<file path="src/rtl/irq_source_block_allocator_macros.svh">
// ----------------------------------------------------------------------------
// Interrupt source block allocator assertion macros
// Shared assertion shorthands for the allocator RTL.
// ----------------------------------------------------------------------------
`ifndef IRQ_SOURCE_BLOCK_ALLOCATOR_MACROS_SVH
`define IRQ_SOURCE_BLOCK_ALLOCATOR_MACROS_SVH

// Consequent must hold in the same cycle as the antecedent.
`define ISBA_ASSERT_NOW(label, clk, rst, ante, cons, msg) \
   label: assert property (@(posedge clk) disable iff (rst) (ante) |-> (cons)) \
      else $error(msg);

// Consequent must hold in the cycle after the antecedent.
`define ISBA_ASSERT_NEXT(label, clk, rst, ante, cons, msg) \
   label: assert property (@(posedge clk) disable iff (rst) (ante) |=> (cons)) \
      else $error(msg);

`endif

</file>
<file path="src/rtl/isba_pkg.sv">
// ----------------------------------------------------------------------------
// Interrupt source block allocator package
// Sizes, codes and interface structs shared by the allocator modules.
// ----------------------------------------------------------------------------
package isba_pkg;

   localparam int NR_SOURCES        = 1024;
   localparam int IDX_W             = $clog2(NR_SOURCES);
   localparam int CNT_W             = IDX_W + 1;
   localparam int NUM_W             = 16;
   localparam int COUNT_W           = 11;
   localparam int SUM_W             = ((CNT_W > COUNT_W) ? CNT_W : COUNT_W) + 1;
   localparam int KIND_W            = 2;
   localparam int MAX_ALIGNED_COUNT = 32;
   localparam logic [NUM_W-1:0] OFFSET_RESET = 16'h1000;

   typedef enum logic [1:0] {
      CMD_FIND  = 2'd0,
      CMD_CLAIM = 2'd1,
      CMD_FREE  = 2'd2
   } isba_cmd_type;

   typedef enum logic [1:0] {
      STATUS_OK       = 2'd0,
      STATUS_INVALID  = 2'd1,
      STATUS_BUSY     = 2'd2,
      STATUS_NO_BLOCK = 2'd3
   } isba_status_type;

   typedef enum logic [KIND_W-1:0] {
      KIND_FREE  = 2'd0,
      KIND_MSG   = 2'd1,
      KIND_LEVEL = 2'd2
   } isba_kind_type;

   typedef enum logic [2:0] {
      STATE_CLEAR,
      STATE_IDLE,
      STATE_FIND,
      STATE_CLAIM_RD,
      STATE_CLAIM_CHK,
      STATE_FREE,
      STATE_DONE
   } isba_state_type;

   typedef struct packed {
      logic [1:0]         command;
      logic [NUM_W-1:0]   irq_number;
      logic [COUNT_W-1:0] count;
      logic               align;
      logic               level_type;
   } isba_req_type;

   typedef struct packed {
      logic               valid;
      isba_status_type    status;
      logic [NUM_W-1:0]   found_irq;
   } isba_done_type;

   typedef struct packed {
      logic               we;
      logic [IDX_W-1:0]   waddr;
      logic [KIND_W-1:0]  wdata;
      logic               re;
      logic [IDX_W-1:0]   raddr;
   } isba_mem_req_type;

endpackage

</file>
<file path="src/rtl/isba_ram.sv">
// ----------------------------------------------------------------------------
// Generic simple dual-port RAM
// One write port and one read port with registered read data.
// ----------------------------------------------------------------------------
module isba_ram #(
   parameter int WIDTH = 2,
   parameter int DEPTH = 1024
) (
   input  logic                     clock,
   input  logic                     we,
   input  logic [$clog2(DEPTH)-1:0] waddr,
   input  logic [WIDTH-1:0]         wdata,
   input  logic                     re,
   input  logic [$clog2(DEPTH)-1:0] raddr,
   output logic [WIDTH-1:0]         rdata
);

   logic [WIDTH-1:0] mem_ff [DEPTH];
   logic [WIDTH-1:0] rdata_ff;

   always_ff @(posedge clock) begin
      if (we) begin
         mem_ff[waddr] <= wdata;
      end
      if (re) begin
         rdata_ff <= mem_ff[raddr];
      end
   end

   assign rdata = rdata_ff;

endmodule

</file>
<file path="src/rtl/isba_ctrl.sv">
// ----------------------------------------------------------------------------
// Allocator sequencer
// Walks the source table one entry per cycle for clear, find and free; a claim reads and updates a single entry.
// ----------------------------------------------------------------------------
module isba_ctrl (
   input  logic                            clock,
   input  logic                            reset,
   input  logic                            req_valid,
   output logic                            req_ready,
   input  isba_pkg::isba_req_type          req,
   input  logic [isba_pkg::NUM_W-1:0]      irq_offset,
   input  logic                            out_free,
   output isba_pkg::isba_done_type         done,
   output isba_pkg::isba_mem_req_type      mem,
   input  logic [isba_pkg::KIND_W-1:0]     mem_rdata
);

   isba_pkg::isba_state_type          state_ff, state_in;
   logic [isba_pkg::CNT_W-1:0]        ptr_ff, ptr_in;
   logic [isba_pkg::CNT_W-1:0]        lim_ff, lim_in;
   logic [isba_pkg::SUM_W-1:0]        start_ff, start_in;
   logic [isba_pkg::IDX_W-1:0]        chk_addr_ff, chk_addr_in;
   logic                              chk_vld_ff, chk_vld_in;
   logic [isba_pkg::COUNT_W-1:0]      count_ff, count_in;
   logic                              align_ff, align_in;
   logic                              level_ff, level_in;
   isba_pkg::isba_status_type         res_status_ff, res_status_in;
   logic [isba_pkg::NUM_W-1:0]        res_found_ff, res_found_in;

   logic [isba_pkg::NUM_W:0]          diff;
   logic                              in_tab;
   logic [isba_pkg::SUM_W-1:0]        free_end;
   logic                              pow2_ok;
   logic [isba_pkg::SUM_W-1:0]        cnt_ext;
   logic [isba_pkg::SUM_W-1:0]        chk_ext;
   logic [isba_pkg::SUM_W-1:0]        run_end;
   logic [isba_pkg::SUM_W-1:0]        next_start;

   // Table lookup of a global number, and validity of an aligned count.
   always_comb begin
      diff     = {1'b0, req.irq_number} - {1'b0, irq_offset};
      in_tab   = !diff[isba_pkg::NUM_W] &&
                 (diff[isba_pkg::NUM_W-1:0] < isba_pkg::NUM_W'(isba_pkg::NR_SOURCES));
      free_end = isba_pkg::SUM_W'(diff[isba_pkg::IDX_W-1:0]) + isba_pkg::SUM_W'(req.count);
      pow2_ok  = (req.count <= isba_pkg::COUNT_W'(isba_pkg::MAX_ALIGNED_COUNT)) &&
                 ((req.count & (req.count - 1'b1)) == '0);
   end

   // Run tracking for the find scan.
   always_comb begin
      cnt_ext = isba_pkg::SUM_W'(count_ff);
      chk_ext = isba_pkg::SUM_W'(chk_addr_ff);
      run_end = start_ff + cnt_ext;
      if (align_ff) begin
         next_start = (chk_ext & ~(cnt_ext - 1'b1)) + cnt_ext;
      end else begin
         next_start = chk_ext + 1'b1;
      end
   end

   always_ff @(posedge clock) begin
      if (reset) begin
         state_ff   <= isba_pkg::STATE_CLEAR;
         ptr_ff     <= '0;
         chk_vld_ff <= 1'b0;
      end else begin
         state_ff   <= state_in;
         ptr_ff     <= ptr_in;
         chk_vld_ff <= chk_vld_in;
      end
   end

   always_ff @(posedge clock) begin
      lim_ff        <= lim_in;
      start_ff      <= start_in;
      chk_addr_ff   <= chk_addr_in;
      count_ff      <= count_in;
      align_ff      <= align_in;
      level_ff      <= level_in;
      res_status_ff <= res_status_in;
      res_found_ff  <= res_found_in;
   end

   always_comb begin
      state_in      = state_ff;
      ptr_in        = ptr_ff;
      lim_in        = lim_ff;
      start_in      = start_ff;
      chk_addr_in   = chk_addr_ff;
      chk_vld_in    = 1'b0;
      count_in      = count_ff;
      align_in      = align_ff;
      level_in      = level_ff;
      res_status_in = res_status_ff;
      res_found_in  = res_found_ff;
      req_ready     = 1'b0;
      done          = '0;
      mem           = '0;
      mem.wdata     = isba_pkg::KIND_FREE;

      unique case (state_ff)
         isba_pkg::STATE_CLEAR: begin
            mem.we    = 1'b1;
            mem.waddr = ptr_ff[isba_pkg::IDX_W-1:0];
            ptr_in    = ptr_ff + 1'b1;
            if (ptr_ff == isba_pkg::CNT_W'(isba_pkg::NR_SOURCES - 1)) begin
               state_in = isba_pkg::STATE_IDLE;
            end
         end

         isba_pkg::STATE_IDLE: begin
            req_ready = 1'b1;
            if (req_valid) begin
               count_in      = req.count;
               align_in      = req.align;
               level_in      = req.level_type;
               res_found_in  = '0;
               res_status_in = isba_pkg::STATUS_INVALID;
               state_in      = isba_pkg::STATE_DONE;
               unique case (isba_pkg::isba_cmd_type'(req.command))
                  isba_pkg::CMD_FIND: begin
                     ptr_in   = '0;
                     start_in = '0;
                     priority if (req.count == '0) begin
                        res_status_in = isba_pkg::STATUS_INVALID;
                     end else if (req.align && !pow2_ok) begin
                        res_status_in = isba_pkg::STATUS_INVALID;
                     end else if (isba_pkg::SUM_W'(req.count) >
                                  isba_pkg::SUM_W'(isba_pkg::NR_SOURCES)) begin
                        res_status_in = isba_pkg::STATUS_NO_BLOCK;
                     end else begin
                        state_in = isba_pkg::STATE_FIND;
                     end
                  end
                  isba_pkg::CMD_CLAIM: begin
                     if (in_tab) begin
                        ptr_in   = isba_pkg::CNT_W'(diff[isba_pkg::IDX_W-1:0]);
                        state_in = isba_pkg::STATE_CLAIM_RD;
                     end
                  end
                  isba_pkg::CMD_FREE: begin
                     if (in_tab) begin
                        res_status_in = isba_pkg::STATUS_OK;
                        ptr_in        = isba_pkg::CNT_W'(diff[isba_pkg::IDX_W-1:0]);
                        // The run is clamped at the end of the table.
                        if (free_end > isba_pkg::SUM_W'(isba_pkg::NR_SOURCES)) begin
                           lim_in = isba_pkg::CNT_W'(isba_pkg::NR_SOURCES);
                        end else begin
                           lim_in = free_end[isba_pkg::CNT_W-1:0];
                        end
                        if (req.count != '0) begin
                           state_in = isba_pkg::STATE_FREE;
                        end
                     end
                  end
                  default: begin
                     res_status_in = isba_pkg::STATUS_INVALID;
                  end
               endcase
            end
         end

         isba_pkg::STATE_FIND: begin
            // Each entry is checked in the cycle after its read is issued.
            if (ptr_ff < isba_pkg::CNT_W'(isba_pkg::NR_SOURCES)) begin
               mem.re      = 1'b1;
               mem.raddr   = ptr_ff[isba_pkg::IDX_W-1:0];
               ptr_in      = ptr_ff + 1'b1;
               chk_vld_in  = 1'b1;
               chk_addr_in = ptr_ff[isba_pkg::IDX_W-1:0];
            end
            priority if (run_end > isba_pkg::SUM_W'(isba_pkg::NR_SOURCES)) begin
               res_status_in = isba_pkg::STATUS_NO_BLOCK;
               state_in      = isba_pkg::STATE_DONE;
            end else if (chk_vld_ff && (chk_ext >= start_ff)) begin
               if (mem_rdata != isba_pkg::KIND_FREE) begin
                  start_in = next_start;
               end else if (chk_ext + 1'b1 == run_end) begin
                  res_status_in = isba_pkg::STATUS_OK;
                  res_found_in  = irq_offset + isba_pkg::NUM_W'(start_ff);
                  state_in      = isba_pkg::STATE_DONE;
               end
            end else begin
               start_in = start_ff;
            end
         end

         isba_pkg::STATE_CLAIM_RD: begin
            mem.re    = 1'b1;
            mem.raddr = ptr_ff[isba_pkg::IDX_W-1:0];
            state_in  = isba_pkg::STATE_CLAIM_CHK;
         end

         isba_pkg::STATE_CLAIM_CHK: begin
            state_in = isba_pkg::STATE_DONE;
            if (mem_rdata != isba_pkg::KIND_FREE) begin
               res_status_in = isba_pkg::STATUS_BUSY;
            end else begin
               mem.we        = 1'b1;
               mem.waddr     = ptr_ff[isba_pkg::IDX_W-1:0];
               mem.wdata     = level_ff ? isba_pkg::KIND_LEVEL : isba_pkg::KIND_MSG;
               res_status_in = isba_pkg::STATUS_OK;
            end
         end

         isba_pkg::STATE_FREE: begin
            mem.we    = 1'b1;
            mem.waddr = ptr_ff[isba_pkg::IDX_W-1:0];
            ptr_in    = ptr_ff + 1'b1;
            if (ptr_in >= lim_ff) begin
               state_in = isba_pkg::STATE_DONE;
            end
         end

         isba_pkg::STATE_DONE: begin
            if (out_free) begin
               done.valid     = 1'b1;
               done.status    = res_status_ff;
               done.found_irq = res_found_ff;
               state_in       = isba_pkg::STATE_IDLE;
            end
         end

         default: begin
            state_in = isba_pkg::STATE_IDLE;
         end
      endcase
   end

endmodule

</file>
<file path="src/rtl/irq_source_block_allocator.sv">
// ----------------------------------------------------------------------------
// Interrupt source block allocator
// Table of interrupt sources with first-fit block find, claim and free.
// ----------------------------------------------------------------------------
// Channel   Direction  Ports
// req       in         req_command, req_irq_number, req_count, req_align,
//                      req_level_type
// rsp       out        rsp_status, rsp_found_irq
// csr       in         csr_wdata (irq_offset)
//
// After reset the table is cleared one entry per cycle, all 1024 entries, with
// req_ready low; csr writes are taken throughout.
// A find checks one entry per cycle through the one table read port. A claim
// reads its entry and writes it if free; a free clears its run of entries.
// The result sits in an output register, so a stalled rsp only holds the
// sequencer once its next result is ready.
// ----------------------------------------------------------------------------
`include "irq_source_block_allocator_macros.svh"

module irq_source_block_allocator (
   input  logic                              clock,
   input  logic                              reset,
   input  logic                              req_valid,
   output logic                              req_ready,
   input  logic [1:0]                        req_command,
   input  logic [isba_pkg::NUM_W-1:0]        req_irq_number,
   input  logic [isba_pkg::COUNT_W-1:0]      req_count,
   input  logic                              req_align,
   input  logic                              req_level_type,
   output logic                              rsp_valid,
   input  logic                              rsp_ready,
   output logic [1:0]                        rsp_status,
   output logic [isba_pkg::NUM_W-1:0]        rsp_found_irq,
   input  logic                              csr_valid,
   output logic                              csr_ready,
   input  logic [isba_pkg::NUM_W-1:0]        csr_wdata
);

   logic [isba_pkg::NUM_W-1:0]    irq_offset_ff, irq_offset_in;
   logic                          rsp_valid_ff, rsp_valid_in;
   logic [1:0]                    rsp_status_ff, rsp_status_in;
   logic [isba_pkg::NUM_W-1:0]    rsp_found_ff, rsp_found_in;
   logic                          out_free;
   isba_pkg::isba_req_type        req;
   isba_pkg::isba_done_type       done;
   isba_pkg::isba_mem_req_type    mem;
   logic [isba_pkg::KIND_W-1:0]   mem_rdata;

   assign csr_ready = 1'b1;

   always_comb begin
      req.command    = req_command;
      req.irq_number = req_irq_number;
      req.count      = req_count;
      req.align      = req_align;
      req.level_type = req_level_type;
   end

   // The output slot is free when empty or being taken this cycle.
   assign out_free = !rsp_valid_ff || rsp_ready;

   always_comb begin
      irq_offset_in = irq_offset_ff;
      if (csr_valid && csr_ready) begin
         irq_offset_in = csr_wdata;
      end
      rsp_valid_in  = rsp_valid_ff && !rsp_ready;
      rsp_status_in = rsp_status_ff;
      rsp_found_in  = rsp_found_ff;
      if (done.valid) begin
         rsp_valid_in  = 1'b1;
         rsp_status_in = done.status;
         rsp_found_in  = done.found_irq;
      end
   end

   always_ff @(posedge clock) begin
      if (reset) begin
         irq_offset_ff <= isba_pkg::OFFSET_RESET;
         rsp_valid_ff  <= 1'b0;
      end else begin
         irq_offset_ff <= irq_offset_in;
         rsp_valid_ff  <= rsp_valid_in;
      end
   end

   always_ff @(posedge clock) begin
      rsp_status_ff <= rsp_status_in;
      rsp_found_ff  <= rsp_found_in;
   end

   assign rsp_valid     = rsp_valid_ff;
   assign rsp_status    = rsp_status_ff;
   assign rsp_found_irq = rsp_found_ff;

   isba_ctrl u_ctrl (
      .clock      (clock),
      .reset      (reset),
      .req_valid  (req_valid),
      .req_ready  (req_ready),
      .req        (req),
      .irq_offset (irq_offset_ff),
      .out_free   (out_free),
      .done       (done),
      .mem        (mem),
      .mem_rdata  (mem_rdata)
   );

   isba_ram #(
      .WIDTH (isba_pkg::KIND_W),
      .DEPTH (isba_pkg::NR_SOURCES)
   ) u_table (
      .clock (clock),
      .we    (mem.we),
      .waddr (mem.waddr),
      .wdata (mem.wdata),
      .re    (mem.re),
      .raddr (mem.raddr),
      .rdata (mem_rdata)
   );

   `ISBA_ASSERT_NOW(a_no_overwrite, clock, reset, done.valid, out_free, "result overwrote a pending response")
   `ISBA_ASSERT_NEXT(a_busy_after_req, clock, reset, req_valid && req_ready, !req_ready, "ready stayed high after a request transfer")
   `ISBA_ASSERT_NEXT(a_rsp_drains, clock, reset, rsp_valid && rsp_ready && !done.valid, !rsp_valid, "response stayed valid after its transfer")
   `ISBA_ASSERT_NOW(a_found_zero, clock, reset, rsp_valid && (rsp_status != isba_pkg::STATUS_OK), rsp_found_irq == '0, "found_irq nonzero on a failed command")

endmodule

</file>
<file path="config.mk">
export PLATFORM = sky130hd
export DESIGN_NAME = irq_source_block_allocator
export DESIGN_NICKNAME = d
export VERILOG_FILES = /design/src/rtl/isba_pkg.sv /design/src/rtl/isba_ram.sv /design/src/rtl/isba_ctrl.sv /design/src/rtl/irq_source_block_allocator.sv
export VERILOG_INCLUDE_DIRS = /design/src /design/src/rtl
export SDC_FILE = /design/constraint.sdc
export NUM_CORES = 2
export LEC_CHECK = 0
export ABC_AREA = 0
export ABC_CLOCK_PERIOD_IN_PS = 137600
export BUFFER_PORTS_ARGS = -buffer_cell sky130_fd_sc_hd__buf_2
export CAP_MARGIN = 0
export CORE_MARGIN = 3
export CORE_UTILIZATION = 55
export CTS_CLUSTER_SIZE = 30
export DETAILED_ROUTE_END_ITERATION = 16
export GPL_TIMING_DRIVEN = 0
export PLACE_DENSITY = 0.71
export SETUP_SLACK_MARGIN = 0.1
export SLEW_MARGIN = 40
export SYNTH_ARGS = -nofsm -noshare
export SYNTH_HDL_FRONTEND = slang
export SYNTH_HIERARCHICAL = 1
export SYNTH_SLANG_ARGS = --single-unit
</file>
<file path="constraint.sdc">
create_clock -name clock -period 137.6 [get_ports clock]
set_input_delay 13.76 -clock clock [delete_from_list [all_inputs] [get_ports clock]]
set_output_delay 13.76 -clock clock [all_outputs]
set_load 0.05 [all_outputs]
</file>
---- Word level (Yosys, flattened, before mapping) ----
Memories as Yosys holds them, arrays and structs flattened. A register that Yosys moved wholly into a read port is not among the register bits.
Cells that the tools add are included.
storage, ports and cells
  ROM bits ................................ 0
  word-level logic and storage cells ...... 153
  memories kept ........................... 1
  bits in latches ......................... 0
  output and inout bits ................... 21
  input bits .............................. 52
  flip-flop bits (word level) ............. 114
  bits in writable memories ............... 2048
memory list
  memory          depth  bits a word  read ports  clocked after Yosys merged registers in  write ports  line            text
  u_table.mem_ff  1024   2            1           1                                        1            isba_ram.sv:18  logic [WIDTH-1:0] mem_ff [DEPTH];
operators by class
  $add $sub $neg .......................... 9
  mux-type cells .......................... 59
  magnitude comparators ................... 8
  reduce and logical (&&, ||, !) cells .... 31
  multipliers ............................. 0
  equal/unequal tests ..................... 26
  bitwise logic cells ..................... 4
  div/mod/pow operators ................... 0
  shifts and indexed selects .............. 0
operators with widths
  kind                  number
  $mux 16               5
  $mux 12               6
  $pmux 11 s2           3
  $mux 11               4
  $mux 3                13
  $mux 19               2
  $pmux 11 s3           1
  $pmux 16 s2           1
  $add 12x11->12        2
  $gt 12x11->1 const B  2
  $mux 2                12
  $pmux 12 s2           1
  $logic_not 11->1      2
  $pmux 3 s7            1
  $sub 16x16->17        1
  $add 16x12->16        1
  $lt 16x11->1 const B  1
  $mux 13               1
  $add 10x11->12        1
  $and 10x12->12        1
  $eq 12x12->1          1
  $ge 10x12->1          1
  $ne 2x1->1 const B    6
  $not 12->12           1
  other kinds (38)      67

---- Longest topological paths before layout ----
  depth after elaboration ................. 11
  gate-level depth with buffers ........... 19
  depth with buffers taken out ............ 18

---- Modules after synthesis ----
The synthesis kept the hierarchy.
by module, submodules not included
  module                      instances  sequential area each (µm²)  area each (µm²)  cells each
  isba_ram                    1          61559.0                     83777.8          4793
  isba_ctrl                   1          2222.1                      7833.8           920
  irq_source_block_allocator  1          880.8                       1169.9           76

---- Worst setup path before layout ----
OpenSTA, ideal clock, no wires.
  path type ............................... flip-flop to flip-flop
  start point ............................. register u_ctrl.state_ff[2]
  end point ............................... memory u_table.mem_ff[0][1], data pin
  slack ................................... 73.020 ns
  stages on the path, launching flop included .. 4
  required time ........................... 127.007 ns
  buffers on the path ..................... 1
  setup time .............................. 10.593 ns
  arrival ................................. 53.987 ns
  clock period less this slack ............ 64.580 ns
  path through ............................ dfxtp_1 > clkbuf_1 > nand2_1 > nor4_1
RTL lines
  what                      line             text
  start: declaration        isba_ctrl.sv:18  isba_pkg::isba_state_type state_ff, state_in;
  start signal: assignment  isba_ctrl.sv:63  state_ff <= isba_pkg::STATE_CLEAR;
  start signal: assignment  isba_ctrl.sv:67  state_ff <= state_in;
  end: declaration          isba_ram.sv:18

---- Worst setup path after layout ----
  start point ............................. input req_irq_number[0] in the netlist's numbering
  end point ............................... register u_ctrl/lim_ff[0] in the netlist's numbering, data pin
on the way
  word-level cells in the longest chain between the ends .. 3
ends and longest elaborated chain
  what                    line                              text
  start: declaration      irq_source_block_allocator.sv:26  input logic [isba_pkg::NUM_W-1:0] req_irq_number,
  $sub 16x16->17 *        isba_ctrl.sv:41                   diff = {1'b0, req.irq_number} - {1'b0, irq_offset};
  $add 10x11->12 *        isba_ctrl.sv:44                   free_end = isba_pkg::SUM_W'(diff[isba_pkg::IDX_W-1:0]) + isba_pkg::SUM_W'(req.count);
  $gt 12x11->1            isba_ctrl.sv:146                  if (free_end > isba_pkg::SUM_W'(isba_pkg::NR_SOURCES)) begin
  end signal: assignment  isba_ctrl.sv:74                   lim_ff <= lim_in;
  end: declaration        isba_ctrl.sv:20                   logic [isba_pkg::CNT_W-1:0] lim_ff, lim_in;
Mark *: on every way between the ends. The rest lies on a longest branch, timed or not.
A chain may end at the register's enable or synchronous reset.

==> results.cfg <==
[outcome]
status = completed

[global_routing]
grt_pass1_wl_um = 468000
use_met2_pct = 55.4
grt_antenna_before_repair = 27
use_met3_pct = 17.9
grt_max_degree = 29
grtUsageMet1_pct = 49.3
gr-total-overflow = 0
grt-busiest-layer = met2
grt_pass1_vias = 59300
track_usage_pct = 39.7

[synthesis]
synth_top_family_by_area = multiplexers
yosysTopAreaCell = edfxtp_1
synth_xor_area_share_pct = 0.668
async_flop_share_pct = 0
synth-main-ff-cell = edfxtp_1
ys_ff_latch = 2164
synth-edff-count = 2132
syn_area_per_cell_um2 = 16.0
ys_types = 94
netlist_area_um2 = 92800
synth_cells = 5789
synth_top_area_share_pct = 69.0
synth-compound-area-share_pct = 4.61
synth_area_leaders = edfxtp_1, mux4_2, nor2_1, mux2i_1, ha_1
seq_area_frac_synth_pct = 69.7
yosys_warnings = 6
synthMuxAreaShare_pct = 13.4
synth_nets = 5928
synth-simple-area-share_pct = 7.64
synth_fa_ha_area_share_pct = 1.23

[placement]
gp_congestion = 1.05
port_buffers = 70
dpl.hpwl_um = 242000
post-place-cells = 8459

[clock_tree]
clockBufferDepth = 3
clk_pin_slew_ps = 70
clockRootBuffer = clkbuf_16
ctsHoldBuffers = 0
cts_made_buffers = 211
post_cts_buffers = 0
cts_max_level = 4
cts_resized = 0
insertion_delay_ps = 880
clock_sinks = 2164
cts_tree = yes

[sta]
finalCritPeriodShare_pct = 12.6
tightest_slew_ps = 1040
skew_ps = 45.0
slew_viol_final = 0
finalSetupTns_ps = 0
fin_crit_ps = 17310
setup_violations = 0
hold_viol = 0
rsz0062_at_grt = false
maxSlewHeadroom_pct = 30.5
fmax_mhz = 57.8

[finish]
final_nets = 6608
instances_no_fill = 8880
area_delta_synth_final_pct = 15.1
drive_gt1_share_pct = 23.6
fill_cells = 11700

[power]
powerDensity_nw_per_um2 = 13.8
finalPower_mw = 1.47
vdd_drop_max_mv = 0.0135
p_leak_nw = 34.5

[worst_setup_path]
worstReg2RegEnd = u_table/rdata[0]$_DFFE_PP_
end_kind = flip-flop
r2r_setup_slack_ps = 130320
r2r-start = u_ctrl/state_ff[1]$_SDFFE_PP0P_
max_stage_delay_ps = 670
path_delay_family = simple AND/OR/NAND/NOR gates
arrival_ps = 18050
crit_type = in2reg
required_ps = 138340
critPathSlowestCell = or4b_2
start_kind = primary input
path_buf_inv = 2
crit_fanout = 5
r2r_cells = 18
crit_chain = buf_2, inv_1, ha_1, fa_1, nand2b_1, nand2b_1, a21oi_1, xnor2_1, ha_1, nand3_1, o211ai_1, o41ai_1, xor2_1, nand2_1, or4b_2, o32ai_1, a32oi_1, nor2b_1

[floorplan]
die_y_um = 417
io_pins = 73
die_w_um = 417
initial_core_util_pct = 55.4
core-area_um2 = 167000
num_rows = 150
die_area_um2 = 174000

[drt]
drtIter0Drc = 12900
detail-route-antenna-nets = 0
vias = 62900
routedWlPerCell_um = 39.0
vias_per_cell = 7.09
drc_errors = 0
first_pass_iters = 10
wl_um = 346000

[hold_path]
min-delay-start = u_ctrl/res_found_ff[5]$_SDFFCE_PN0P_
holdPathStages = 1
hold_path_class = reg2reg
min_to = rsp_found_irq[5]$_DFFE_PP_

[flow_run]
maxCapViolCount = 0
-- cell type report --
type	count	area (um^2)	share of cell area, %
sequential	2164	64700	60.5
multi-input combinational	3116	25700	24.1
clock buffer	260	5510	5.15
timing repair buffer	467	3850	3.61
tap	2204	2760	2.58
buffer	433	2480	2.33
clock inverter	137	1460	1.36
inverter	76	285	0.267
antenna	23	57.6	0.0539
-- per-layer routing --
layer	vias to the layer above	part of all wire [%]
li1	23900	-
met1	31100	32
met2	6338	41
met3	1561	18
met4	14	9.2
met5	-	0.046
-- synth_stat cells, types with 34 or more instances --
library cell     n
a211oi_1        37
a21oi_1        133
a22oi_1         51
and2_1          60
buf_1           55
buf_6           34
clkbuf_1       265
edfxtp_1      2132
ha_1            83
inv_1           73
mux2i_1        223
mux4_2         449
nand2_1        146
nand3_1         64
nor2_1        1159
nor3_1          71
o21ai_0         70
o221ai_1        83
o22ai_1         46
xnor2_1         49
-- cell usage in the layout, fill, tap and decap left out, drive strengths merged, types with 70 or more instances in the layout --
cell type,instances
inv,81
nor3,71
o221ai,84
mux2i,223
a21oi,133
clkinv,98
o21ai,70
clkbuf,526
buf,634
mux4,449
edfxtp,2132
nand2,146
ha,83
nor2,1159
-- cell families (layout without fill, tap and decap cells) --
| family | Yosys count | after routing |
|---|---|---|
| DFF | 2164 | 2164 |
| and+or+nand+nor | 1667 | 1667 |
| muxes | 683 | 683 |
| AOI/OAI and AO/OA | 607 | 607 |
| buffers and inverters | 509 | 1373 |
| adders and majority gates | 89 | 89 |
| xor gates and xnor gates | 69 | 69 |
| other | 1 | 24 |
-- through the flow --
| stage | setup WS (ps) | hold slack [ps] | util, % | area [um^2] |
|---|---|---|---|---|
| 4_1_cts | 120340 | 518 | 63.7 | 107000 |
| 3_5_place_dp | 119410 | 503 | 59.6 | 99800 |
| 3_3_place_gp | 22490 | 484 | 57.3 | 95900 |
| 2_1_floorplan | 73020 | 460 | - | 92800 |
| 5_1_grt | 119940 | 530 | 63.8 | 107000 |
| 6_report | 120290 | 517 | 63.8 | 107000 |
-- how the worst max path moves through the flow --
stage	start	to	slack [ps]	depth (start not counted)
global route	req_irq_number[0]	u_ctrl/lim_ff[0]$_SDFFCE_PN0P_	119940	18
detailed placement	req_irq_number[0]	u_ctrl/lim_ff[2]$_SDFFCE_PN0P_	119410	18
CTS	req_irq_number[0]	u_ctrl/lim_ff[2]$_SDFFCE_PN0P_	120340	18
finish	req_irq_number[0]	u_ctrl/lim_ff[0]$_SDFFCE_PN0P_	120290	18
floorplan	u_ctrl/state_ff[2]$_SDFFE_PP0P_	u_table/mem_ff[0][1]$_DFFE_PP_	73020	3
global placement	u_ctrl/state_ff[2]$_SDFFE_PP0P_	u_table/mem_ff[762][1]$_DFFE_PP_	22490	3
-- report_power, final --
group	total (mW)	internal (mW)	switching (mW)
registers	0.731	0.724	0.00744
clock network	0.583	0.326	0.257
logic	0.160	0.0390	0.121
total	1.47	1.09	0.386
-- registers in the layout, indices dropped and copies added, names as in the netlist --
signal,cells
u_table/mem_ff,2048
irq_offset_ff,16
rsp_found_irq,16
u_ctrl/res_found_ff,16
u_ctrl/start_ff,12
u_ctrl/count_ff,11
u_ctrl/lim_ff,11
u_ctrl/ptr_ff,11
u_ctrl/chk_addr_ff,10
u_ctrl/state_ff,3
rsp_status,2
u_ctrl/res_status_ff,2
u_table/rdata,2
rsp_valid,1
u_ctrl/align_ff,1
u_ctrl/chk_vld_ff,1
u_ctrl/level_ff,1
-- worst register-to-register path, cell delays in order, from the launching register on --
cell and delay, ps:
dfxtp_1 360, clkbuf_1 330, nand2_1 90, a21oi_1 300, clkbuf_1 620, and2_1 230
buf_4 190, buf_4 280, buf_4 330, buf_2 410, buf_2 800, buf_2 750
mux4_2 360, nor2_1 40, o21ai_0 180, nand4_1 340, nor3_1 750, o311ai_0 530
nand4_1 230
No activity file was read; power rests on OpenSTA's default activity.
